File: src/hdl/mmdec_pkg.sv
`default_nettype none

package mmdec_pkg;

  // default sizes
  localparam int DEF_MAX_COLUMNS  = 1024;
  localparam int DEF_SAMPLE_WIDTH = 16;

  // register and field widths fixed by the register map
  localparam int ILEN_W       = 16;
  localparam int OLEN_FIELD_W = 11;
  localparam int CFG_DATA_W   = 16;
  localparam int CFG_IDX_W    = 1;
  localparam int STEP_W       = 7;
  localparam int ACC_W        = 8;
  localparam int PCT_FULL     = 100;

  // register indexes
  localparam logic [CFG_IDX_W-1:0] REG_INPUT_LENGTH  = 1'b0;
  localparam logic [CFG_IDX_W-1:0] REG_OUTPUT_LENGTH = 1'b1;

  // sequencer for the group size / percent step division
  typedef enum logic [1:0] {
    DIV_IDLE,
    DIV_LOAD,
    DIV_BASE,
    DIV_PCT
  } div_state_t;

endpackage

`default_nettype wire

File: src/hdl/minmax_decimator_unit.sv
// min/max decimator: the result beat of an accepted sample beat is registered into the output
// register, or into the skid entry while the output waits; throughput one sample per cycle while
// in_stall is low; a two-deep output buffer lets input continue while a result waits; after a
// register write the group size and percent step are derived by a shared one-bit-per-cycle
// divider of DW bits (DW = max(16, clog2(MAX_COLUMNS+1)+7)); while it runs, in_stall is high
// synchronous active-high reset clears both lengths, so samples are taken and dropped
`default_nettype none

module minmax_decimator_unit #(
  parameter int MAX_COLUMNS  = mmdec_pkg::DEF_MAX_COLUMNS,
  parameter int SAMPLE_WIDTH = mmdec_pkg::DEF_SAMPLE_WIDTH
) (
  input  wire                                  clk,
  input  wire                                  rst,
  input  wire                                  cfg_write,
  input  wire  [mmdec_pkg::CFG_IDX_W-1:0]      cfg_index,
  input  wire  [mmdec_pkg::CFG_DATA_W-1:0]     cfg_data,
  input  wire                                  in_valid,
  output logic                                 in_stall,
  input  wire  signed [SAMPLE_WIDTH-1:0]       sample,
  output logic                                 out_valid,
  input  wire                                  out_stall,
  output logic signed [SAMPLE_WIDTH-1:0]       max_value,
  output logic signed [SAMPLE_WIDTH-1:0]       min_value,
  output logic                                 last_group
);
  import mmdec_pkg::*;

  localparam int COL_W  = $clog2(MAX_COLUMNS + 1);
  localparam int LEFT_W = ILEN_W + 1;
  localparam int PROD_W = COL_W + 7;
  localparam int DW     = (ILEN_W > PROD_W) ? ILEN_W : PROD_W;
  localparam int CNT_W  = $clog2(DW + 1);

  // configuration and derived values
  logic [ILEN_W-1:0] ilen;
  logic [COL_W-1:0]  olen;
  logic [ILEN_W-1:0] base;
  logic [STEP_W-1:0] step;

  // divider
  div_state_t       state, state_next;
  logic [DW-1:0]    dvd;
  logic [DW-1:0]    quo;
  logic [COL_W:0]   rem;
  logic [CNT_W-1:0] cnt;
  logic [COL_W:0]   rem_sh;
  logic             q_bit;
  logic [COL_W:0]   rem_step;
  logic [PROD_W-1:0] pct_dvd;
  logic             busy;
  logic             div_done;

  // frame state
  logic [ACC_W-1:0]  acc;
  logic [LEFT_W-1:0] grp_left;
  logic signed [SAMPLE_WIDTH-1:0] run_max, run_min;
  logic [COL_W-1:0]  groups;
  logic [ILEN_W-1:0] consumed;

  logic [ACC_W-1:0]  acc_sum, acc_adj, acc_next;
  logic              pct_carry;
  logic [LEFT_W-1:0] grp_size, left_dec, grp_left_next;
  logic signed [SAMPLE_WIDTH-1:0] max_next, min_next;
  logic [COL_W-1:0]  groups_next;
  logic [ILEN_W-1:0] consumed_next;
  logic [ILEN_W:0]   cons_inc;
  logic              frame_end, in_group, hit, last_next, enabled;

  // output buffer
  logic              skid_valid;
  logic signed [SAMPLE_WIDTH-1:0] skid_max, skid_min;
  logic              skid_last;
  logic              in_acc, take, produce;

  assign busy     = (state != DIV_IDLE);
  assign in_stall = busy || skid_valid;
  assign in_acc   = in_valid && !in_stall;
  assign take     = out_valid && !out_stall;
  assign enabled  = (ilen != '0) && (olen != '0);
  assign produce  = in_acc && enabled && hit;

  // restoring division, one quotient bit per cycle
  assign rem_sh   = {rem[COL_W-1:0], dvd[DW-1]};
  assign q_bit    = (rem_sh >= {1'b0, olen});
  assign rem_step = q_bit ? (rem_sh - {1'b0, olen}) : rem_sh;
  assign pct_dvd  = {7'd0, rem[COL_W-1:0]} * PROD_W'(PCT_FULL);
  assign div_done = (cnt == CNT_W'(DW));

  always_ff @(posedge clk) begin
    if (rst) begin
      state <= DIV_IDLE;
    end else begin
      state <= state_next;
    end
  end

  always_comb begin
    state_next = state;
    case (state)
      DIV_IDLE: state_next = DIV_IDLE;
      DIV_LOAD: state_next = (olen == '0) ? DIV_IDLE : DIV_BASE;
      DIV_BASE: if (div_done) state_next = DIV_PCT;
      DIV_PCT:  if (div_done) state_next = DIV_IDLE;
      default:  state_next = DIV_IDLE;
    endcase
    // any register write restarts the derivation
    if (cfg_write) state_next = DIV_LOAD;
  end

  always_ff @(posedge clk) begin
    if (rst) begin
      ilen <= '0;
      olen <= '0;
      base <= '0;
      step <= '0;
    end else begin
      if (cfg_write) begin
        case (cfg_index)
          REG_INPUT_LENGTH: ilen <= cfg_data[ILEN_W-1:0];
          REG_OUTPUT_LENGTH: begin
            if (32'(cfg_data[OLEN_FIELD_W-1:0]) > 32'(MAX_COLUMNS)) begin
              olen <= COL_W'(MAX_COLUMNS);
            end else begin
              olen <= COL_W'(cfg_data[OLEN_FIELD_W-1:0]);
            end
          end
          default: ;
        endcase
      end else begin
        case (state)
          DIV_LOAD: begin
            if (olen == '0) begin
              base <= '0;
              step <= '0;
            end
          end
          DIV_BASE: if (div_done) base <= quo[ILEN_W-1:0];
          DIV_PCT:  if (div_done) step <= quo[STEP_W-1:0];
          default: ;
        endcase
      end
    end
  end

  always_ff @(posedge clk) begin
    if (state == DIV_LOAD || (state == DIV_BASE && div_done)) begin
      dvd <= (state == DIV_LOAD) ? DW'(ilen) : DW'(pct_dvd);
      quo <= '0;
      rem <= '0;
      cnt <= '0;
    end else if (busy && !div_done) begin
      dvd <= {dvd[DW-2:0], 1'b0};
      quo <= {quo[DW-2:0], q_bit};
      rem <= rem_step;
      cnt <= cnt + 1'b1;
    end
  end

  // per-sample group tracking
  always_comb begin
    acc_sum   = acc + ACC_W'(step);
    pct_carry = (acc_sum >= ACC_W'(PCT_FULL));
    acc_adj   = pct_carry ? (acc_sum - ACC_W'(PCT_FULL)) : acc_sum;
    grp_size  = {1'b0, base} + LEFT_W'(pct_carry);
    // an empty group still takes one sample
    if (grp_size == '0) grp_size = LEFT_W'(1);
    cons_inc  = {1'b0, consumed} + 1'b1;
    frame_end = (cons_inc >= {1'b0, ilen});

    acc_next      = acc;
    grp_left_next = grp_left;
    max_next      = run_max;
    min_next      = run_min;
    groups_next   = groups;
    consumed_next = cons_inc[ILEN_W-1:0];
    in_group      = 1'b0;
    hit           = 1'b0;

    if (grp_left == '0) begin
      if (groups < olen) begin
        acc_next      = acc_adj;
        grp_left_next = grp_size;
        max_next      = sample;
        min_next      = sample;
        in_group      = 1'b1;
      end
    end else begin
      if (sample > run_max) max_next = sample;
      if (sample < run_min) min_next = sample;
      in_group = 1'b1;
    end

    left_dec  = grp_left_next - 1'b1;
    last_next = (({1'b0, groups} + 1'b1) >= {1'b0, olen}) || frame_end;

    if (in_group) begin
      grp_left_next = left_dec;
      if (left_dec == '0 || frame_end) begin
        grp_left_next = '0;
        groups_next   = groups + 1'b1;
        hit           = 1'b1;
      end
    end

    if (frame_end) begin
      acc_next      = '0;
      grp_left_next = '0;
      groups_next   = '0;
      consumed_next = '0;
    end
  end

  always_ff @(posedge clk) begin
    if (rst || cfg_write) begin
      acc      <= '0;
      grp_left <= '0;
      groups   <= '0;
      consumed <= '0;
    end else if (in_acc && enabled) begin
      acc      <= acc_next;
      grp_left <= grp_left_next;
      groups   <= groups_next;
      consumed <= consumed_next;
    end
    if (rst || cfg_write) begin
      run_max <= '0;
      run_min <= '0;
    end else if (in_acc && enabled) begin
      run_max <= max_next;
      run_min <= min_next;
    end
  end

  // output register with one skid entry behind it
  always_ff @(posedge clk) begin
    if (rst) begin
      out_valid  <= 1'b0;
      skid_valid <= 1'b0;
    end else if (skid_valid) begin
      if (take) begin
        out_valid  <= 1'b1;
        skid_valid <= 1'b0;
      end
    end else if (produce) begin
      if (!out_valid || take) begin
        out_valid <= 1'b1;
      end else begin
        skid_valid <= 1'b1;
      end
    end else if (take) begin
      out_valid <= 1'b0;
    end
  end

  always_ff @(posedge clk) begin
    if (skid_valid) begin
      if (take) begin
        max_value  <= skid_max;
        min_value  <= skid_min;
        last_group <= skid_last;
      end
    end else if (produce) begin
      if (!out_valid || take) begin
        max_value  <= max_next;
        min_value  <= min_next;
        last_group <= last_next;
      end else begin
        skid_max  <= max_next;
        skid_min  <= min_next;
        skid_last <= last_next;
      end
    end
  end

endmodule

`default_nettype wire

File: config.mk
export PLATFORM = sky130hd
export DESIGN_NAME = minmax_decimator_unit
export DESIGN_NICKNAME = d
export VERILOG_FILES = /design/src/hdl/mmdec_pkg.sv /design/src/hdl/minmax_decimator_unit.sv
export SDC_FILE = /design/constraint.sdc
export NUM_CORES = 1
export LEC_CHECK = 0
export ABC_AREA = 0
export ABC_CLOCK_PERIOD_IN_PS = 17800
export BUFFER_PORTS_ARGS = -buffer_cell sky130_fd_sc_hd__buf_2
export CORE_MARGIN = 1
export CORE_UTILIZATION = 45
export DETAILED_ROUTE_END_ITERATION = 16
export PLACE_DENSITY = 0.59
export SETUP_SLACK_MARGIN = 0.2
export SLEW_MARGIN = 20
export SYNTH_ARGS = -nofsm -noshare
export SYNTH_HDL_FRONTEND = slang
export SYNTH_SLANG_ARGS = --single-unit
File: constraint.sdc
create_clock -name clk -period 17.8 [get_ports clk]
set_input_delay 0.89 -clock clk [delete_from_list [all_inputs] [get_ports clk]]
set_output_delay 0.89 -clock clk [all_outputs]
set_load 0.05 [all_outputs]
# [Word level (Yosys, flattened, before mapping)]
# Cells that the tools add are included.
[totals] reg_bits=254 latch_bits=0 ram_bits=0 romBits=0 inputBits=38 output_inout_bits=35 n_memories=0
[op_classes] add_sub_neg=9 multipliers=1 div_mod_pow=0 n_lt_le_gt_ge=8 eq_ne=11 shifts=0 mux=61 bitwise=4 n_reduce_logical=47
[ops] operator="16-bit two-way mux" count=17
[ops] operator="17-bit two-way mux" count=6
[ops] operator="11-bit two-way mux" count=5
[ops] operator="18-bit two-way mux" count=3
[ops] operator="17-bit logical NOT" count=3
[ops] operator="8-bit two-way mux" count=4
[ops] operator="16-bit one-hot mux with 2 select lines" count=1
[ops] operator="12-bit by 11-bit greater-or-equal comparator with 1-bit output" count=2
[ops] operator="2-bit nonzero test" count=11
[ops] operator="1-bit two-way mux" count=18
[ops] operator="16-bit by 1-bit adder with 17-bit output" count=1
[ops] operator="16-bit by 1-bit adder with 17-bit output, second input constant" count=1
[ops] operator="17-bit by 16-bit greater-or-equal comparator with 1-bit output" count=1
[ops] operator="17-bit by 1-bit subtractor with 17-bit output, second input constant" count=1
[ops] operator="16-bit greater-than comparator" count=1
[ops] operator="16-bit less-than comparator" count=1
[ops] operator="11-bit by 5-bit multiplier with 16-bit output, second input constant" count=1
[ops] operator="16-bit nonzero test" count=1
[ops] operator="3-bit AND reduction" count=5
[ops] operator="7-bit two-way mux" count=2
[ops] operator="7-bit one-hot mux with 2 select lines" count=1
[ops] operator="11-bit by 1-bit adder with 12-bit output, second input constant" count=1
[ops] operator="11-bit by 1-bit adder with 11-bit output, second input constant" count=1
[ops] operator="11-bit greater-than comparator, second input constant" count=1
[ops] operator="other kinds (25)" count=52

# [Longest topological paths before layout]
[depth] ltp_word=15 ltp_mapped=33

# [Least setup slack after synthesis]
# No wires, ideal clock.
[synth_timing] kind="register -> register" startpoint="register step[1]" endpoint="register last_group, enable pin" arrival_time_ns=7.694 required_time_ns=17.326 slack_ns=9.632 stages_incl_launch_ff=31 period_less_slack_ns=8.168 path_cell_list="dfxtp_1 > ha_1 > a21o_1 > a21oi_1 > o21bai_1 > a21oi_1 > o21bai_1 > a21oi_1 > xor2_1 > nand2_1 > ha_1 > and3_1 > buf_2 > and4_1 > buf_6 > mux2i_1 > nor4_2 > a21oi_1 > o21bai_1 > inv_1 > ha_1 > nand2b_1 > or3_1 > nor2_1 > o31ai_1 > o21ai_0 > nor4_1 > nand4b_1 > o21bai_2 > nand2_1 > a21boi_0"
[synth_via] elab_chain_len=15
[synth_rtl] element="start: declaration" line="minmax_decimator_unit.sv:39" source="logic [STEP_W-1:0] step;"
[synth_rtl] element="start signal: assignment" line="minmax_decimator_unit.sv:139" source="DIV_PCT: if (div_done) step <= quo[STEP_W-1:0];"
[synth_rtl] element="8-bit by 7-bit adder with 8-bit output (*)" line="minmax_decimator_unit.sv:162" source="acc_sum = acc + ACC_W'(step);"
[synth_rtl] element="8-bit by 7-bit greater-or-equal comparator with 1-bit output (*)" line="minmax_decimator_unit.sv:163" source="pct_carry = (acc_sum >= ACC_W'(PCT_FULL));"
[synth_rtl] element="16-bit by 1-bit adder with 17-bit output (*)" line="minmax_decimator_unit.sv:165" source="grp_size = {1'b0, base} + LEFT_W'(pct_carry);"
[synth_rtl] element="17-bit logical NOT" line="minmax_decimator_unit.sv:167" source="if (grp_size == '0) grp_size = LEFT_W'(1);"
[synth_rtl] element="17-bit two-way mux (*)" line="minmax_decimator_unit.sv:167"
[synth_rtl] element="17-bit two-way mux (*)" line="minmax_decimator_unit.sv:181" source="if (groups < olen) begin"
[synth_rtl] element="17-bit two-way mux (*)" line="minmax_decimator_unit.sv:180" source="if (grp_left == '0) begin"
[synth_rtl] element="17-bit by 1-bit subtractor with 17-bit output (*)" line="minmax_decimator_unit.sv:194" source="left_dec = grp_left_next - 1'b1;"
[synth_rtl] element="17-bit logical NOT (*)" line="minmax_decimator_unit.sv:199" source="if (left_dec == '0 || frame_end) begin"
[synth_rtl] element="1-bit logical OR (*)" line="minmax_decimator_unit.sv:199"
[synth_rtl] element="1-bit two-way mux (*)" line="minmax_decimator_unit.sv:199"
[synth_rtl] element="1-bit two-way mux (*)" line="minmax_decimator_unit.sv:197" source="if (in_group) begin"
[synth_rtl] element="1-bit logical AND (*)" line="minmax_decimator_unit.sv:81" source="assign produce = in_acc && enabled && hit;"
[synth_rtl] element="2-bit nonzero test (no line) (*)"
[synth_rtl] element="3-bit AND reduction (no line) (*)"
[synth_rtl] element="end signal: assignment" line="minmax_decimator_unit.sv:261" source="last_group <= skid_last;"
[synth_rtl] element="end signal: assignment" line="minmax_decimator_unit.sv:267" source="last_group <= last_next;"
[synth_rtl] element="end: declaration" line="minmax_decimator_unit.sv:25" source="output logic last_group"
# Every way passes the cells marked *; elsewhere a longest branch is shown, timed or not.
# A chain may end at the register's enable or synchronous reset.

# [Worst setup path after layout]
[layout_timing] startpoint="register step[0]" endpoint="register skid_max[11], enable pin"
[layout_via] elab_chain_len=14
[layout_rtl] element="8-bit by 7-bit adder with 8-bit output (*)" line="minmax_decimator_unit.sv:162"
[layout_rtl] element="8-bit by 7-bit greater-or-equal comparator with 1-bit output (*)" line="minmax_decimator_unit.sv:163"
[layout_rtl] element="16-bit by 1-bit adder with 17-bit output (*)" line="minmax_decimator_unit.sv:165"
[layout_rtl] element="17-bit logical NOT" line="minmax_decimator_unit.sv:167"
[layout_rtl] element="17-bit two-way mux (*)" line="minmax_decimator_unit.sv:167"
[layout_rtl] element="17-bit two-way mux (*)" line="minmax_decimator_unit.sv:181"
[layout_rtl] element="17-bit two-way mux (*)" line="minmax_decimator_unit.sv:180"
[layout_rtl] element="17-bit by 1-bit subtractor with 17-bit output (*)" line="minmax_decimator_unit.sv:194"
[layout_rtl] element="17-bit logical NOT (*)" line="minmax_decimator_unit.sv:199"
[layout_rtl] element="1-bit logical OR (*)" line="minmax_decimator_unit.sv:199"
[layout_rtl] element="1-bit two-way mux (*)" line="minmax_decimator_unit.sv:199"
[layout_rtl] element="1-bit two-way mux (*)" line="minmax_decimator_unit.sv:197"
[layout_rtl] element="1-bit logical AND (*)" line="minmax_decimator_unit.sv:81"
[layout_rtl] element="3-bit AND reduction (no line) (*)"
[layout_rtl] element="end signal: assignment" line="minmax_decimator_unit.sv:269" source="skid_max <= max_next;"
[layout_rtl] element="end: declaration" line="minmax_decimator_unit.sv:72" source="logic signed [SAMPLE_WIDTH-1:0] skid_max, skid_min;"
# Marks and branches as above.

==> summary.md <==
| Metric | Value |
|---|---|
| GR Util All Layers | `0.2215` |
| Placed insts | `2171` |
| Die X | `186.7 um` |
| Layout cells sized above 1 | `0.1263` |
| Maximum vdd ir drop | `0.00007925 V` |
| Setup Skew | `0.01664 ns` |
| Post-Synthesis Cells | `1718` |
| DRT Pass-1 Iters | `5` |
| Count of state elements after synthesis | `254` |
| Number of global-route vias before repair | `12.16k` |
| Xor/xnor cell area share of the yosys netlist | `0.04049` |
| Combinational family with the most area after synthesis | `compound AO/OA/AOI/OAI gates` |
| Fmax | `0.1327 GHz` |
| Complex-gate fraction of the synthesized area | `0.1782` |
| Synthesized Nets | `1902` |
| Final Setup Violations | `0` |
| Simple-Gate Fraction of Synth Area | `0.1712` |
| Hold path start | `run_max[5]$_SDFFE_PP0P_` |
| Post-Syn Area | `15360 um^2` |
| Gpl congestion | `0.8873` |
| Syn-to-layout area delta | `11.76%` |
| CTS tree | `yes` |
| Leak | `6.986 nW` |
| Area share of the largest cell type after synthesis | `0.2216` |
| Hold path endpoint | `run_max[5]$_SDFFE_PP0P_` |
| Reg-to-Reg End | `skid_max[11]$_DFFE_PP_` |
| Final worst-path cycle share | `0.4234` |
| Hold buffer count at cts | `0` |
| Synth warn | `0` |
| Count leader, synth | `nand2_1` |
| Row Count | `67` |
| Drt wl/cell | `17.26 um` |
| CTS clk-pin slew, worst paths | `0.06 ns` |
| Asr flop ratio synth | `0` |
| Max_slew headroom | `0.2526` |
| WL final | `38.47 mm` |
| Root Driver | `clkbuf_16` |
| DP HPWL | `28.06 mm` |
| Die area | `34870 um^2` |
| Library cells used by synthesis | `81` |
| WP data required | `17.98 ns` |
| Largest net degree at the start of global routing | `56` |
| IO Pins | `73` |
| Top post-synthesis cells by count | `200 x nand2_1, 170 x dfxtp_1, 138 x ha_1` |
| First-pass GRT wire length | `63.40 mm` |
| Worst Tran Pin Value | `1.117 ns` |
| Initial antenna violation count | `0` |
| R2r setup slk | `10.26 ns` |
| Max Transition Viols Final | `0` |
| Clk_lat worst skew | `0.56 ns` |
| Mux contribution to synthesized area | `0.05002` |
| N_diodes | `0` |
| P per Cell Area | `108.0 nW/um^2` |
| Crit Path Category | `reg -> reg` |
| Synth area leaders | `dfxtp_1 22%, edfxtp_1 16%, ha_1 11%` |
| Setup TNS | `0 ns` |
| Final hold vios | `0` |
| Post-synth EDFFs | `84` |
| Max clock buf depth | `3` |
| Number of gates resized after CTS | `0` |
| Vias | `12.47k` |
| R2R Path Start | `step[0]$_SDFFE_PP0P_` |
| Starting DRT DRC Count | `683` |
| Avg Cell Area, Syn | `8.939 um^2` |
| Worst hold path type | `reg -> reg` |
| Via/cell ratio | `5.596` |
| DRC viols | `0` |
| Min Tclk post-route | `7.536 ns` |
| Largest stage delay on the critical path | `0.77 ns` |
| Post-route ant nets | `0` |
| Max FO, Critical Path | `33` |
| Yosys top cell by area | `dfxtp_1` |
| Clock sinks | `254` |
| Buffers on Ports | `72` |
| Grt ovf | `0` |
| Status | `finished clean` |
| Worst setup SP type | `register` |
| RSZ-0062 raised after global routing | `no` |
| Placeable Area | `33530 um^2` |
| Die height | `186.7 um` |
| CTS Buf Count | `30` |
| Fillers | `3237` |
| Reg2Reg Depth | `30` |
| Fin cells | `2229` |
| Post-Synth Adder-Cell Area | `0.1229` |
| Sequential share of the synthesized area | `0.3859` |
| Postcts setup bufs | `0` |
| Primary FF master, synth | `dfxtp_1` |
| CP endpoint kind | `register` |
| Arr. time, crit path | `7.71 ns` |
| Starting Density | `0.4580` |
| CTS H-tree lvls | `1` |
| Fin nets | `1941` |
| Min-Delay Path Depth | `2` |
| Max_cap viols | `0` |
| Worst path slowest cell | `nor2_4` |
-- state kept, by name, indices dropped and copies added (netlist names), 7 cells and up --
name,cells
skid_min,16
acc,8
run_max,16
base,16
max_value,16
groups,11
olen,11
dvd,18
rem,11
grp_left,17
skid_max,16
consumed,16
step,7
quo,16
ilen,16
run_min,16
min_value,16
-- cells in the final DEF, fill, tap and decap left out, drive strengths merged, types with 9 or more instances in the layout --
master and instances:
ha 138, nor3 29, xnor2 41, a21o 33, nand4 19, or3 11
nor2 134, a22o 27, edfxtp 84, and3 16, nor4 22, dfxtp 170
a22oi 35, o21a 9, a31oi 9, a21boi 9, clkbuf 38, nand3b 11
mux2 54, inv 121, buf 90, a211oi 14, xor2 30, nand3 55
nand2 201, nand2b 16, nor3b 11, o21bai 13, nor2b 11, a21oi 121
o21ai 96, mux2i 16
-- through the flow --
step / total power, mW / area, um^2 / hold WS (ns) / worst slack [ns] / util
floorplan: 1.106 / 15360 / 0.4291 / 9.632 / -
global placement: 1.233 / 16100 / 0.4415 / 10.38 / 0.4802
detailed placement: 1.245 / 16110 / 0.4467 / 10.19 / 0.4805
CTS: 1.872 / 17120 / 0.4556 / 10.16 / 0.5106
global route: 1.974 / 17160 / 0.4658 / 9.452 / 0.5119
finish: 1.853 / 17160 / 0.4547 / 10.26 / 0.5119
-- power by group --
| group | internal, mW | total [mW] | switching [mW] |
|---|---|---|---|
| clock | 0.359 | 0.618 | 0.259 |
| sequential | 0.634 | 0.664 | 0.0301 |
| combinational | 0.239 | 0.571 | 0.332 |
-- worst max-delay path: cells and delay by family (launching register included) --
kind | cells | cell delay [ns]
adder cells (fa/ha/maj) | 4 | 1.10
AO/OA/AOI/OAI | 9 | 1.43
buffers and inverters | 3 | 0.21
multiplexers | 1 | 0.27
flip-flops | 1 | 0.33
AND/OR/NAND/NOR | 12 | 3.50
XOR/XNOR | 1 | 0.28
-- layer usage --
layer | GRT usage | part of all wire | vias to the layer above
li1 | - | - | 6235
met1 | 0.2875 | 0.45 | 5876
met2 | 0.3889 | 0.48 | 297
met3 | 0.02539 | 0.044 | 65
met4 | 0.05864 | 0.025 | 0
met5 | 0 | 0 | -
-- how the worst max path moves through the flow --
stage                                     from                      to  slack (ns)
after detailed placement   acc[0]$_SDFFE_PP0P_    last_group$_DFFE_PP_       10.19
after floorplan           step[1]$_SDFFE_PP0P_    last_group$_DFFE_PP_        9.63
final                     step[0]$_SDFFE_PP0P_  skid_max[11]$_DFFE_PP_       10.26
after global placement    step[0]$_SDFFE_PP0P_    last_group$_DFFE_PP_       10.38
after CTS                  acc[0]$_SDFFE_PP0P_    last_group$_DFFE_PP_       10.16
after global routing       acc[0]$_SDFFE_PP0P_  skid_max[14]$_DFFE_PP_        9.45
-- logic make-up (layout without fill, tap and decap cells) --
group,count (synthesis),after routing
buffers and inverters,200,263
multiplexers,70,70
XOR/XNOR,71,71
AO/OA/AOI/OAI,421,421
AND/OR/NAND/NOR,556,556
flip-flops,254,254
adder cells (fa/ha/maj),146,146
-- cell type report --
type / count / area, um^2 / share of cell area
Inverter: 117 / 439.2 / 0.02559
Sequential cell: 254 / 5927 / 0.3453
Clock buffer: 38 / 862.1 / 0.05023
Multi-Input combinational cell: 1264 / 8708 / 0.5074
Timing Repair Buffer: 90 / 519.2 / 0.03025
Clock inverter: 18 / 147.6 / 0.008602
Tap cell: 448 / 560.5 / 0.03266
No activity file was read; power rests on OpenSTA's default activity.
